--- config.mk ---
export PLATFORM = sky130hd
export DESIGN_NAME = turtle_vector_stepper_unit
export DESIGN_NICKNAME = d
export VERILOG_FILES = /design/src/rtl/core/tvs_pkg.sv /design/src/rtl/core/tvs_turn.sv /design/src/rtl/core/tvs_move.sv /design/src/rtl/core/turtle_vector_stepper_unit.sv
export SDC_FILE = /design/constraint.sdc
export NUM_CORES = 2
export LEC_CHECK = 0
export BUFFER_PORTS_ARGS = -buffer_cell sky130_fd_sc_hd__buf_4
export CAP_MARGIN = 20
export CORE_MARGIN = 3
export CORE_UTILIZATION = 59
export CTS_BUF_LIST = sky130_fd_sc_hd__clkbuf_16
export DETAILED_ROUTE_END_ITERATION = 16
export HOLD_SLACK_MARGIN = 0.12
export MAX_ROUTING_LAYER = met4
export PLACE_DENSITY = 0.8
export SLEW_MARGIN = 20
export SYNTH_ARGS = -nofsm -noshare
export SYNTH_HDL_FRONTEND = slang
export SYNTH_HIERARCHICAL = 1
export SYNTH_SLANG_ARGS = --single-unit
--- constraint.sdc ---
create_clock -name clock -period 14.5 [get_ports clock]
set_input_delay 1.45 -clock clock [delete_from_list [all_inputs] [get_ports clock]]
set_output_delay 1.45 -clock clock [all_outputs]
set_load 0.005 [all_outputs]
--- src/rtl/core/tvs_pkg.sv ---
// Shared types, constants and trig table for the turtle vector stepper.
package tvs_pkg;

   localparam int unsigned POS_W     = 24;
   localparam int unsigned HEADING_W = 9;
   localparam int unsigned AMOUNT_W  = 16;
   localparam int unsigned HOME_W    = 10;
   localparam int unsigned SINE_W    = 17;
   localparam int unsigned WIDE_W    = 36;

   localparam logic [1:0] OP_MOVE = 2'd0;
   localparam logic [1:0] OP_TURN = 2'd1;
   localparam logic [1:0] OP_HOME = 2'd2;
   localparam logic [1:0] OP_PEN  = 2'd3;

   localparam logic CSR_HOME_X = 1'b0;
   localparam logic CSR_HOME_Y = 1'b1;

   localparam logic [HOME_W-1:0]    HOME_X_RESET  = 10'd160;
   localparam logic [HOME_W-1:0]    HOME_Y_RESET  = 10'd90;
   localparam logic [HEADING_W-1:0] HOME_HEADING  = 9'd90;
   localparam logic [HEADING_W-1:0] QUARTER_TURN  = 9'd90;
   localparam logic [HEADING_W-1:0] HALF_TURN     = 9'd180;
   localparam logic [HEADING_W-1:0] THREE_QUARTER = 9'd270;
   localparam logic [HEADING_W:0]   FULL_TURN     = 10'd360;

   localparam logic signed [POS_W-1:0]  POS_MAX  = 24'sh7FFFFF;
   localparam logic signed [POS_W-1:0]  POS_MIN  = -24'sh800000;
   localparam logic signed [WIDE_W-1:0] WIDE_MAX = 36'sd8388607;
   localparam logic signed [WIDE_W-1:0] WIDE_MIN = -36'sd8388608;

   typedef struct packed {
      logic [1:0]                 operation;
      logic signed [AMOUNT_W-1:0] amount;
      logic                       pen_down;
   } tvs_req_type;

   typedef struct packed {
      logic                    draw_line;
      logic signed [POS_W-1:0] start_x;
      logic signed [POS_W-1:0] start_y;
      logic signed [POS_W-1:0] end_x;
      logic signed [POS_W-1:0] end_y;
      logic [HEADING_W-1:0]    heading_deg;
   } tvs_rsp_type;

   // Unsigned Q0.15 sine of 0..90 degrees
   function automatic logic [14:0] sine_quarter(input logic [6:0] d);
      logic [14:0] v;
      case (d)
         7'd0: v = 15'd0;         7'd1: v = 15'd572;       7'd2: v = 15'd1144;
         7'd3: v = 15'd1715;      7'd4: v = 15'd2286;      7'd5: v = 15'd2856;
         7'd6: v = 15'd3425;      7'd7: v = 15'd3993;      7'd8: v = 15'd4560;
         7'd9: v = 15'd5126;      7'd10: v = 15'd5690;     7'd11: v = 15'd6252;
         7'd12: v = 15'd6813;     7'd13: v = 15'd7371;     7'd14: v = 15'd7927;
         7'd15: v = 15'd8481;     7'd16: v = 15'd9032;     7'd17: v = 15'd9580;
         7'd18: v = 15'd10126;    7'd19: v = 15'd10668;    7'd20: v = 15'd11207;
         7'd21: v = 15'd11743;    7'd22: v = 15'd12275;    7'd23: v = 15'd12803;
         7'd24: v = 15'd13328;    7'd25: v = 15'd13848;    7'd26: v = 15'd14365;
         7'd27: v = 15'd14876;    7'd28: v = 15'd15384;    7'd29: v = 15'd15886;
         7'd30: v = 15'd16384;    7'd31: v = 15'd16877;    7'd32: v = 15'd17364;
         7'd33: v = 15'd17847;    7'd34: v = 15'd18324;    7'd35: v = 15'd18795;
         7'd36: v = 15'd19261;    7'd37: v = 15'd19720;    7'd38: v = 15'd20174;
         7'd39: v = 15'd20622;    7'd40: v = 15'd21063;    7'd41: v = 15'd21498;
         7'd42: v = 15'd21926;    7'd43: v = 15'd22348;    7'd44: v = 15'd22763;
         7'd45: v = 15'd23170;    7'd46: v = 15'd23571;    7'd47: v = 15'd23965;
         7'd48: v = 15'd24351;    7'd49: v = 15'd24730;    7'd50: v = 15'd25102;
         7'd51: v = 15'd25466;    7'd52: v = 15'd25822;    7'd53: v = 15'd26170;
         7'd54: v = 15'd26510;    7'd55: v = 15'd26842;    7'd56: v = 15'd27166;
         7'd57: v = 15'd27482;    7'd58: v = 15'd27789;    7'd59: v = 15'd28088;
         7'd60: v = 15'd28378;    7'd61: v = 15'd28660;    7'd62: v = 15'd28932;
         7'd63: v = 15'd29197;    7'd64: v = 15'd29452;    7'd65: v = 15'd29698;
         7'd66: v = 15'd29935;    7'd67: v = 15'd30163;    7'd68: v = 15'd30382;
         7'd69: v = 15'd30592;    7'd70: v = 15'd30792;    7'd71: v = 15'd30983;
         7'd72: v = 15'd31164;    7'd73: v = 15'd31336;    7'd74: v = 15'd31499;
         7'd75: v = 15'd31651;    7'd76: v = 15'd31795;    7'd77: v = 15'd31928;
         7'd78: v = 15'd32052;    7'd79: v = 15'd32166;    7'd80: v = 15'd32270;
         7'd81: v = 15'd32365;    7'd82: v = 15'd32449;    7'd83: v = 15'd32524;
         7'd84: v = 15'd32588;    7'd85: v = 15'd32643;    7'd86: v = 15'd32688;
         7'd87: v = 15'd32723;    7'd88: v = 15'd32748;    7'd89: v = 15'd32763;
         7'd90: v = 15'd32767;
         default: v = 15'd0;
      endcase
      return v;
   endfunction

   function automatic logic signed [SINE_W-1:0] sine_deg(input logic [HEADING_W-1:0] h);
      logic [HEADING_W-1:0]    idx;
      logic signed [SINE_W-1:0] mag;
      logic                     neg;
      if (h <= QUARTER_TURN) begin
         idx = h;
         neg = 1'b0;
      end else if (h <= HALF_TURN) begin
         idx = HALF_TURN - h;
         neg = 1'b0;
      end else if (h <= THREE_QUARTER) begin
         idx = h - HALF_TURN;
         neg = 1'b1;
      end else begin
         idx = HEADING_W'(FULL_TURN - {1'b0, h});
         neg = 1'b1;
      end
      mag = $signed({2'b00, sine_quarter(idx[6:0])});
      return neg ? -mag : mag;
   endfunction

   function automatic logic signed [POS_W-1:0] sat_pos(input logic signed [WIDE_W-1:0] v);
      logic signed [POS_W-1:0] r;
      if (v > WIDE_MAX) begin
         r = POS_MAX;
      end else if (v < WIDE_MIN) begin
         r = POS_MIN;
      end else begin
         r = v[POS_W-1:0];
      end
      return r;
   endfunction

   function automatic logic signed [POS_W-1:0] home_pos(input logic [HOME_W-1:0] h,
                                                       input int unsigned frac);
      logic [26:0] w;
      logic signed [POS_W-1:0] r;
      w = 27'(h) << frac;
      if (w > 27'(POS_MAX)) begin
         r = POS_MAX;
      end else begin
         r = $signed(w[POS_W-1:0]);
      end
      return r;
   endfunction

endpackage

--- src/rtl/core/tvs_turn.sv ---
// Heading update: heading plus signed degrees, wrapped into 0..359.
module tvs_turn
   import tvs_pkg::*;
(
   input  logic [HEADING_W-1:0]        heading,
   input  logic signed [AMOUNT_W-1:0]  amount,
   output logic [HEADING_W-1:0]        heading_next
);

   localparam int unsigned OFFSET     = 33120;
   localparam int unsigned RECIP      = 1456;
   localparam int unsigned RECIP_BITS = 19;

   logic signed [17:0] sum;
   logic [16:0]        shifted;
   logic [27:0]        prod;
   logic [7:0]         quot;
   logic [17:0]        rem_wide;
   logic [9:0]         rem;

   always_comb begin
      sum      = 18'(amount) + $signed({9'd0, heading});
      shifted  = 17'(sum + 18'(OFFSET));
      prod     = 28'(shifted) * 28'(RECIP);
      quot     = 8'(prod >> RECIP_BITS);
      rem_wide = 18'(shifted) - 18'(quot) * 18'(FULL_TURN);
      rem      = rem_wide[9:0];
      if (rem >= FULL_TURN) begin
         rem = rem - FULL_TURN;
      end
      heading_next = rem[HEADING_W-1:0];
   end

endmodule

--- src/rtl/core/tvs_move.sv ---
// Move datapath: trig lookup, scaled step products and saturating add.
module tvs_move
   import tvs_pkg::*;
#(
   parameter int unsigned FRACTION_BITS = 8
)
(
   input  logic [HEADING_W-1:0]       heading,
   input  logic signed [AMOUNT_W-1:0] amount,
   input  logic signed [POS_W-1:0]    pos_x,
   input  logic signed [POS_W-1:0]    pos_y,
   output logic signed [POS_W-1:0]    end_x,
   output logic signed [POS_W-1:0]    end_y
);

   localparam int SHIFT = 15 - int'(FRACTION_BITS);
   localparam int unsigned RSH = (SHIFT > 0) ? SHIFT : 0;
   localparam int unsigned LSH = (SHIFT > 0) ? 0 : -SHIFT;
   localparam logic signed [WIDE_W-1:0] HALF = WIDE_W'((64'd1 << RSH) >> 1);

   logic [HEADING_W-1:0]      cos_idx;
   logic signed [SINE_W-1:0]  sin_v;
   logic signed [SINE_W-1:0]  cos_v;
   logic signed [32:0]        prod_x;
   logic signed [32:0]        prod_y;
   logic signed [WIDE_W-1:0]  dx;
   logic signed [WIDE_W-1:0]  dy;

   always_comb begin
      cos_idx = (heading >= THREE_QUARTER) ? heading - THREE_QUARTER
                                           : heading + QUARTER_TURN;
      sin_v   = sine_deg(heading);
      cos_v   = sine_deg(cos_idx);
      prod_x  = amount * cos_v;
      prod_y  = amount * sin_v;
      dx      = ((WIDE_W'(prod_x) + HALF) >>> RSH) <<< LSH;
      dy      = ((WIDE_W'(prod_y) + HALF) >>> RSH) <<< LSH;
      end_x   = sat_pos(WIDE_W'(pos_x) + dx);
      end_y   = sat_pos(WIDE_W'(pos_y) - dy);
   end

endmodule

--- src/rtl/core/turtle_vector_stepper_unit.sv ---
// Top level of the turtle vector stepper: word registers, turtle state, control.
//
// Input words (req_) carry one command: move, turn, home or set pen. Each
// accepted word yields exactly one result word (rsp_) describing the segment
// from the old to the new position, with draw_line set for move or home while
// the pen is down, plus the heading after the command.
// A word is taken when valid is high and stall is low on the same edge.
// A taken word waits in the input register, then its result word is held in the
// result register until it is taken. Throughput: one word per cycle while the
// receiver does not stall, set by the combinational trig lookup, multiply and
// saturating add that update position and heading from the input register.
// When the receiver stalls, the result word holds; one more word is taken into
// the input register, after which req_stall rises.
// Reset (synchronous, active high) empties both registers and puts the turtle
// at home (160, 90), heading 90, pen down. csr_ writes set the home point and
// take effect at the next home command.
module turtle_vector_stepper_unit
   import tvs_pkg::*;
#(
   parameter int unsigned FRACTION_BITS = 8
)
(
   input  logic              clock,
   input  logic              reset,
   input  logic              req_valid,
   output logic              req_stall,
   input  tvs_req_type       req_data,
   output logic              rsp_valid,
   input  logic              rsp_stall,
   output tvs_rsp_type       rsp_data,
   input  logic              csr_write_enable,
   input  logic              csr_index,
   input  logic [HOME_W-1:0] csr_write_data
);

   logic                    in_valid_ff, in_valid_in;
   tvs_req_type             in_data_ff, in_data_in;
   logic                    rsp_valid_ff, rsp_valid_in;
   tvs_rsp_type             rsp_data_ff, rsp_data_in;
   logic signed [POS_W-1:0] pos_x_ff, pos_x_in;
   logic signed [POS_W-1:0] pos_y_ff, pos_y_in;
   logic [HEADING_W-1:0]    heading_ff, heading_in;
   logic                    pen_ff, pen_in;
   logic [HOME_W-1:0]       home_x_ff, home_x_in;
   logic [HOME_W-1:0]       home_y_ff, home_y_in;

   logic                    advance;
   logic [HEADING_W-1:0]    turn_heading;
   logic signed [POS_W-1:0] move_x;
   logic signed [POS_W-1:0] move_y;

   tvs_turn u_turn (
      .heading      (heading_ff),
      .amount       (in_data_ff.amount),
      .heading_next (turn_heading)
   );

   tvs_move #(
      .FRACTION_BITS (FRACTION_BITS)
   ) u_move (
      .heading (heading_ff),
      .amount  (in_data_ff.amount),
      .pos_x   (pos_x_ff),
      .pos_y   (pos_y_ff),
      .end_x   (move_x),
      .end_y   (move_y)
   );

   assign advance   = in_valid_ff && (!rsp_valid_ff || !rsp_stall);
   assign req_stall = in_valid_ff && !advance;
   assign rsp_valid = rsp_valid_ff;
   assign rsp_data  = rsp_data_ff;

   always_comb begin
      in_valid_in = in_valid_ff;
      in_data_in  = in_data_ff;
      if (req_valid && !req_stall) begin
         in_valid_in = 1'b1;
         in_data_in  = req_data;
      end else if (advance) begin
         in_valid_in = 1'b0;
      end
   end

   always_comb begin
      home_x_in = home_x_ff;
      home_y_in = home_y_ff;
      if (csr_write_enable) begin
         case (csr_index)
            CSR_HOME_X: home_x_in = csr_write_data;
            CSR_HOME_Y: home_y_in = csr_write_data;
            default:    home_x_in = home_x_ff;
         endcase
      end
   end

   always_comb begin
      pos_x_in   = pos_x_ff;
      pos_y_in   = pos_y_ff;
      heading_in = heading_ff;
      pen_in     = pen_ff;
      rsp_data_in.draw_line = 1'b0;
      case (in_data_ff.operation)
         OP_MOVE: begin
            pos_x_in = move_x;
            pos_y_in = move_y;
            rsp_data_in.draw_line = pen_ff;
         end
         OP_TURN: begin
            heading_in = turn_heading;
         end
         OP_HOME: begin
            pos_x_in   = home_pos(home_x_ff, FRACTION_BITS);
            pos_y_in   = home_pos(home_y_ff, FRACTION_BITS);
            heading_in = HOME_HEADING;
            rsp_data_in.draw_line = pen_ff;
         end
         OP_PEN: begin
            pen_in = in_data_ff.pen_down;
         end
         default: begin
            pen_in = pen_ff;
         end
      endcase
      rsp_data_in.start_x     = pos_x_ff;
      rsp_data_in.start_y     = pos_y_ff;
      rsp_data_in.end_x       = pos_x_in;
      rsp_data_in.end_y       = pos_y_in;
      rsp_data_in.heading_deg = heading_in;
   end

   always_comb begin
      rsp_valid_in = rsp_valid_ff;
      if (advance) begin
         rsp_valid_in = 1'b1;
      end else if (!rsp_stall) begin
         rsp_valid_in = 1'b0;
      end
   end

   always_ff @(posedge clock) begin
      if (reset) begin
         in_valid_ff  <= 1'b0;
         rsp_valid_ff <= 1'b0;
         pos_x_ff     <= home_pos(HOME_X_RESET, FRACTION_BITS);
         pos_y_ff     <= home_pos(HOME_Y_RESET, FRACTION_BITS);
         heading_ff   <= HOME_HEADING;
         pen_ff       <= 1'b1;
         home_x_ff    <= HOME_X_RESET;
         home_y_ff    <= HOME_Y_RESET;
      end else begin
         in_valid_ff  <= in_valid_in;
         rsp_valid_ff <= rsp_valid_in;
         home_x_ff    <= home_x_in;
         home_y_ff    <= home_y_in;
         if (advance) begin
            pos_x_ff   <= pos_x_in;
            pos_y_ff   <= pos_y_in;
            heading_ff <= heading_in;
            pen_ff     <= pen_in;
         end
      end
   end

   always_ff @(posedge clock) begin
      in_data_ff <= in_data_in;
      if (advance) begin
         rsp_data_ff <= rsp_data_in;
      end
   end

endmodule
Word level (Yosys, flattened, before mapping)

Memories as Yosys holds them, arrays and structs flattened.
Index checks and enable logic that the tools add are counted.

Register bits: 205
Bits in read-only memories: 3840
Bits of input ports: 35
Output and inout port bits: 108
Logic and storage cells: 101
Memories: 2

Memory list:

| memory          | words | width | read ports | clocked after Yosys merged registers in | wr ports | line          | RTL |
|---|---|---|---|---|---|---|---|
| (no name shown) | 128   | 15    | 1          | 0                                       | 0        | tvs_pkg.sv:50 | `case (d)` |
| (no name shown) | 128   | 15    | 1          | 0                                       | 0        | tvs_pkg.sv:50 |  |

$add $sub $neg: 18
Multipliers: 4
Magnitude comparators: 14
Equality and inequality tests: 4
Mux-type cells: 27
Bitwise operators: 1
Reductions and logical operators: 14

Operators with widths:

| operator                                                         | number |
|---|---|
| 2-to-1 mux 24 bit                                                | 4 |
| one-hot mux 24 bit (2 select lines)                              | 2 |
| greater-than comparator 36 x 24 -> 1 bit (second input constant) | 2 |
| less-than comparator 36 x 24 -> 1 bit (second input constant)    | 2 |
| adder 33 x 8 -> 34 bit (second input constant)                   | 2 |
| multiplier 16 x 17 -> 33 bit                                     | 2 |
| greater-than comparator 18 x 23 -> 1 bit (second input constant) | 2 |
| 2-to-1 mux 23 bit                                                | 2 |
| 2-to-1 mux 7 bit                                                 | 6 |
| 2-to-1 mux 17 bit                                                | 2 |
| negator 15 -> 17 bit                                             | 2 |
| adder 24 x 27 -> 28 bit                                          | 1 |
| subtractor 24 x 27 -> 28 bit                                     | 1 |
| multiplier 17 x 7 -> 23 bit (second input constant)              | 1 |
| <= comparator 9 x 7 -> 1 bit (second input constant)             | 2 |
| <= comparator 9 x 8 -> 1 bit (second input constant)             | 2 |
| <= comparator 9 bit (second input constant)                      | 2 |
| 2-to-1 mux 9 bit                                                 | 2 |
| one-hot mux 9 bit (2 select lines)                               | 1 |
| subtractor 9 bit (second input constant)                         | 2 |
| adder 16 x 10 -> 17 bit                                          | 1 |
| adder 17 x 16 -> 17 bit (second input constant)                  | 1 |
| subtractor 6 x 7 -> 7 bit (first input constant)                 | 2 |
| subtractor 7 x 6 -> 7 bit (second input constant)                | 2 |
| 18 further kinds                                                 | 34 |

Longest topological paths before layout

An unclocked memory read counts as a cell.

Word-level depth: 16
Gate-level depth with buffers: 69
Depth with buffers taken out: 60

Cells and area by module

The synthesis kept the hierarchy.

By module, submodules not included:

| module                     | times used | cells an instance | area an instance (um^2) | seq. area each (um^2) |
|---|---|---|---|---|
| tvs_move                   | 1          | 3546              | 28927.7                 | 0.0 |
| turtle_vector_stepper_unit | 1          | 632               | 7742.4                  | 5355.1 |
| tvs_turn                   | 1          | 394               | 3444.6                  | 0.0 |

Worst setup path before layout

Ideal clock, no wire load.

Path kind: register to register
Start point: reg heading_ff[3]
End point: reg pos_x_ff[11]
Library setup time: 0.091 ns
Data arrival time: 13.992 ns
Required time: 14.409 ns
Path slack: 0.417 ns
Stages on the path, launching flop included: 63
Buffers on the path: 8
Period minus slack after synthesis: 14.083 ns
Path through: dfxtp_1 > buf_2 > buf_2 > inv_1 > ha_1 > a211o_1 > o21a_1 > o32a_1 > o31ai_4 > o32ai_1 > o21ai_1 > nand2_1 > buf_2 > buf_2 > buf_2 > buf_2 > ha_1 > nor2_1 > [27 not listed] > nand3_1 > o21bai_1 > a21boi_0 > o21ai_0 > a21boi_0 > o21ai_0 > a21boi_0 > nor3_1 > nor4_1 > nor3_1 > o31a_1 > nor4_1 > nor2_1 > clkbuf_1 > a21oi_1 > nand2b_1 > a22oi_1 > a211oi_1

Cells in the longest elaborated chain, start to end: 16
Elaborated cells on any way between the ends: 26
Those cells by class: add/sub (8); mul (1); order compare (6); mux (10); memory (1)

RTL lines:

| item                                         | line                              | RTL |
|---|---|---|
| start, declared                              | turtle_vector_stepper_unit.sv:42  | `logic [HEADING_W-1:0] heading_ff, heading_in;` |
| start signal, assigned                       | turtle_vector_stepper_unit.sv:159 | `heading_ff <= heading_in;` |
| adder 9 x 7 -> 9 bit (tied with other cells) | tvs_move.sv:31                    | `: heading + QUARTER_TURN;` |
| 2-to-1 mux 9 bit (*)                         | tvs_move.sv:30                    | `cos_idx = (heading >= THREE_QUARTER) ? heading - THREE_QUARTER` |
| <= comparator 9 bit (tied with other cells)  | tvs_pkg.sv:97                     | `end else if (h <= THREE_QUARTER) begin` |
| 2-to-1 mux 7 bit                             | tvs_pkg.sv:97                     |  |
| 2-to-1 mux 7 bit                             | tvs_pkg.sv:94                     | `end else if (h <= HALF_TURN) begin` |
| 2-to-1 mux 7 bit                             | tvs_pkg.sv:91                     | `if (h <= QUARTER_TURN) begin` |
| memory read (128 x 15 bit)                   | --                                |  |
| negator 15 -> 17 bit                         | tvs_pkg.sv:105                    | `return neg ? -mag : mag;` |
| 2-to-1 mux 17 bit (*)                        | tvs_pkg.sv:105                    |  |
| multiplier 16 x 17 -> 33 bit (*)             | tvs_move.sv:34                    | `prod_x = amount * cos_v;` |
| adder 33 x 8 -> 34 bit (*)                   | tvs_move.sv:36                    | `dx = ((WIDE_W'(prod_x) + HALF) >>> RSH) <<< LSH;` |
| adder 24 x 27 -> 28 bit (*)                  | tvs_move.sv:38                    | `end_x = sat_pos(WIDE_W'(pos_x) + dx);` |
| less-than comparator 36 x 24 -> 1 bit        | tvs_pkg.sv:112                    | `end else if (v < WIDE_MIN) begin` |
| 2-to-1 mux 24 bit                            | tvs_pkg.sv:112                    |  |
| 2-to-1 mux 24 bit (*)                        | tvs_pkg.sv:110                    | `if (v > WIDE_MAX) begin` |
| named net move_x[11]                         | turtle_vector_stepper_unit.sv:49  | `logic signed [POS_W-1:0] move_x;` |
| one-hot mux 24 bit (2 select lines) (*)      | turtle_vector_stepper_unit.sv:103 | `case (in_data_ff.operation)` |
| end signal, assigned                         | turtle_vector_stepper_unit.sv:145 | `pos_x_ff <= home_pos(HOME_X_RESET, FRACTION_BITS);` |
| end signal, assigned                         | turtle_vector_stepper_unit.sv:157 | `pos_x_ff <= pos_x_in;` |
| end, declared                                | turtle_vector_stepper_unit.sv:40  | `logic signed [POS_W-1:0] pos_x_ff, pos_x_in;` |

Mark *: on every way through the listed nets, which the timed path passes. The rest lies on a longest branch.
A chain may end at the register's enable or synchronous reset.

Worst setup path after layout

Start point: reg heading_ff[3]
End point: reg rsp_data_ff, in the netlist rsp_data[47] (data pin)

Cells in the longest elaborated chain, start to end: 16
Elaborated cells on any way between the ends: 26
Those cells by class: add/sub (8); mul (1); order compare (6); mux (10); memory (1)

RTL lines:

| item                                         | line                              | RTL |
|---|---|---|
| adder 9 x 7 -> 9 bit (tied with other cells) | tvs_move.sv:31                    |  |
| 2-to-1 mux 9 bit (*)                         | tvs_move.sv:30                    |  |
| <= comparator 9 bit (tied with other cells)  | tvs_pkg.sv:97                     |  |
| 2-to-1 mux 7 bit                             | tvs_pkg.sv:97                     |  |
| 2-to-1 mux 7 bit                             | tvs_pkg.sv:94                     |  |
| 2-to-1 mux 7 bit                             | tvs_pkg.sv:91                     |  |
| memory read (128 x 15 bit)                   | --                                |  |
| negator 15 -> 17 bit                         | tvs_pkg.sv:105                    |  |
| [2 not listed]                               | --                                |  |
| adder 33 x 8 -> 34 bit (*)                   | tvs_move.sv:36                    |  |
| adder 24 x 27 -> 28 bit (*)                  | tvs_move.sv:38                    |  |
| less-than comparator 36 x 24 -> 1 bit        | tvs_pkg.sv:112                    |  |
| 2-to-1 mux 24 bit                            | tvs_pkg.sv:112                    |  |
| 2-to-1 mux 24 bit (*)                        | tvs_pkg.sv:110                    |  |
| named net move_x[14]                         | turtle_vector_stepper_unit.sv:49  |  |
| one-hot mux 24 bit (2 select lines) (*)      | turtle_vector_stepper_unit.sv:103 |  |
| named net pos_x_in[14]                       | turtle_vector_stepper_unit.sv:40  |  |
| end signal, assigned                         | turtle_vector_stepper_unit.sv:168 | `rsp_data_ff <= rsp_data_in;` |
| end, declared                                | turtle_vector_stepper_unit.sv:39  | `tvs_rsp_type rsp_data_ff, rsp_data_in;` |

Marked as above.

==> flow_summary.toml <==
[critical_path]
start_kind = "flop"
cpMostUsedCell = "fa_1"
arrival_ns = 14.17
slowest_delay_ns = 0.60
required_ns = 14.74
critPathMaxFanout = 11
end_kind = "flop"
crit_type = "reg -> reg"
crit_path_top_delay_cell = "fa_1"

[layout]
post_route_cells_drive_above_1_share_pct = 11.2
final_area_mm2 = 0.0438
finish.utilization_pct = 65.8
fin_nets = 5661
area_growth_syn_to_layout_pct = 9.22

[yosys]
yosys-top-cells-count = "inv_1, fa_1, nand2_1"
ys.warnings.count = 6
synth_top_area_cell = "fa_1"
synth_edf_count = 125
synth_seq_area_share_pct = 13.3
synth-seq-cells = 205
syn_nets = 5553
ys_types = 115
synth_top_area_share_pct = 30.0
netlist_top_cells_area = "fa_1, ha_1, edfxtp_1"
synth_area_per_cell_um2 = 8.77
mappedNetlistArea_mm2 = 0.0401
syn_inst = 4572
async_flop_share_pct = 0
synthMostInstantiatedCell = "inv_1"
synth_flop_cell = "edfxtp_1"

[timing]
setup_viol = 0
slew_headroom_pct = 30.3
fin_crit_sh_pct = 96.1
worst_slew_pin_slew_ns = 1.05
worst_clock_skew_ns = 0.0142
fmaxAchievable_mhz = 71.8
setup_ws_ns = 0.567
slew_viol_final = 0
rsz0062_at_grt = "yes"
timing.final.hold_violations = 0
post-route-min-period_ns = 13.93

[flow_run]
drv_cap = 0

[routing]
antenna_left = 0
drt-initial-drc-count = 3434
route.detailed.drc = 0
wire_per_inst_um = 21.5
avgViaCountPerCell = 6.08
firstDrtPassIters = 6
wirelength_um = 120000
vias = 33789

[floorplanning]
die_area_mm2 = 0.0712
die_h_um = 267
pin_count = 143
core-area_mm2 = 0.0666
die_w_um = 267
initial_utilization_pct = 60.3
rows = 94

[clock_network]
clockBufferDepth = 3
path_clk_slew_ns = 0.07
insertion_delay_ns = 0.51
cts.sinks = 205
cts_buffers = 19
ctsHoldBuffers = 0
htreeDepth = 1
cts_tree = "yes"
root_buffer = "clkbuf_16"

[global_routing]
groute.usage.overall_pct = 35.0
antenna_found_initial = 2
grt_overflow = 0
grt_pass1_vias = 34133
grt_max_degree = 84
grt_pass1_wl_um = 190000

[placement]
detailedPlace.worstSlack_ns = 0.0221
place_area_mm2 = 0.0427
place_congestion = 1.01
hpwlAfterDp_um = 92200
io_buffers = 142

[run_status]
outcome = "complete, no violations"

[worst_hold_path]
hold_path.class = "reg -> reg"
## cell families (layout without fill, tap and decap cells)
group	Yosys count	in the layout	share of synthesized area, %
DFF	205	205	13.3
adders and majority gates	948	948	40.8
and+or+nand+nor	1272	1272	15.4
buffers and inverters	1018	1139	9.81
xor gates and xnor gates	201	201	4.54
muxes	13	13	0.396
other	0	2	0
AOI/OAI and AO/OA	915	915	15.7
## through the flow
stage / TNS [ns] / hold WS [ns] / instances
2_1_floorplan: 0 / 0.430 / 4572
3_3_place_gp: 0 / 0.443 / 5514
3_5_place_dp: 0 / 0.449 / 5514
4_1_cts: 0 / 0.458 / 5548
5_1_grt: -1.26 / 0.472 / 5559
6_report: 0 / 0.460 / 5559
## worst max-delay path: cells and delay by family, from the launching register on
kind,cells,cell delay [ns]
mux,1,0.52
xor+xnor,1,0.13
simple gates,12,2.60
compound gates,25,5.19
fa+ha+maj,10,4.19
flops,1,0.38
buf+inv,7,0.57
## layer usage
metal / GRT usage (%) / vias to the layer above / wire length (um)
met4: 9.11 / 0 / 3320
met2: 52.4 / 1817 / 53000
met5: - / - / 0
li1: - / 15136 / -
met1: 49.4 / 16622 / 50400
met3: 6.31 / 214 / 12800
## registers in the layout, summed over array words and instances, names as in the netlist
signal	flops
heading_ff	9
home_x_ff	10
home_y_ff	10
in_data_ff	19
in_valid_ff	1
pen_ff	1
pos_x_ff	24
pos_y_ff	24
rsp_data	106
rsp_valid	1
## cells in the final DEF (no fill, tap or decap), types with 75 or more instances in the layout
cell | Yosys | routed
and2_1 | 264 | 264
nand2_1 | 486 | 485
nor2_1 | 210 | 205
dfxtp_1 | 80 | 75
o21ai_0 | 148 | 137
a21o_1 | 76 | 76
xnor2_1 | 130 | 123
buf_4 | 3 | 311
inv_1 | 775 | 777
a21oi_1 | 253 | 246
fa_1 | 601 | 601
ha_1 | 345 | 341
edfxtp_1 | 125 | 125
## layout make-up
cell class / count / area [um^2]
clock inverters: 13 / 104
clock buffers: 21 / 526
flip-flops and latches: 205 / 5360
fillers: 5354 / 22800
inverters: 781 / 2940
multi-input cells: 3349 / 31300
well taps: 864 / 1080
repair buffers: 324 / 2540
diodes: 2 / 5.00
## worst paths after layout
check / from / endpoint / slack (ns) / depth (start not counted)
worst max-delay path: heading_ff[3] / rsp_data[47] / 0.57 / 56
worst max register to register: heading_ff[3] / rsp_data[47] / 0.57 / 56
worst min register to register: home_y_ff[9] / home_y_ff[9] / 0.46 / 2
worst min-delay path: home_y_ff[9] / home_y_ff[9] / 0.46 / 2
## timing repair
action	4_1_cts	5_1_grt
setup endpoints to repair	2	94
pin swaps	0	10
hold endpoints to repair	0	0
gates cloned	0	1
setup buffers	0	8
gates resized for setup	1	98
Power is not shown: default switching activity piles up to over one toggle a cycle in this logic, so the estimate is an artifact.
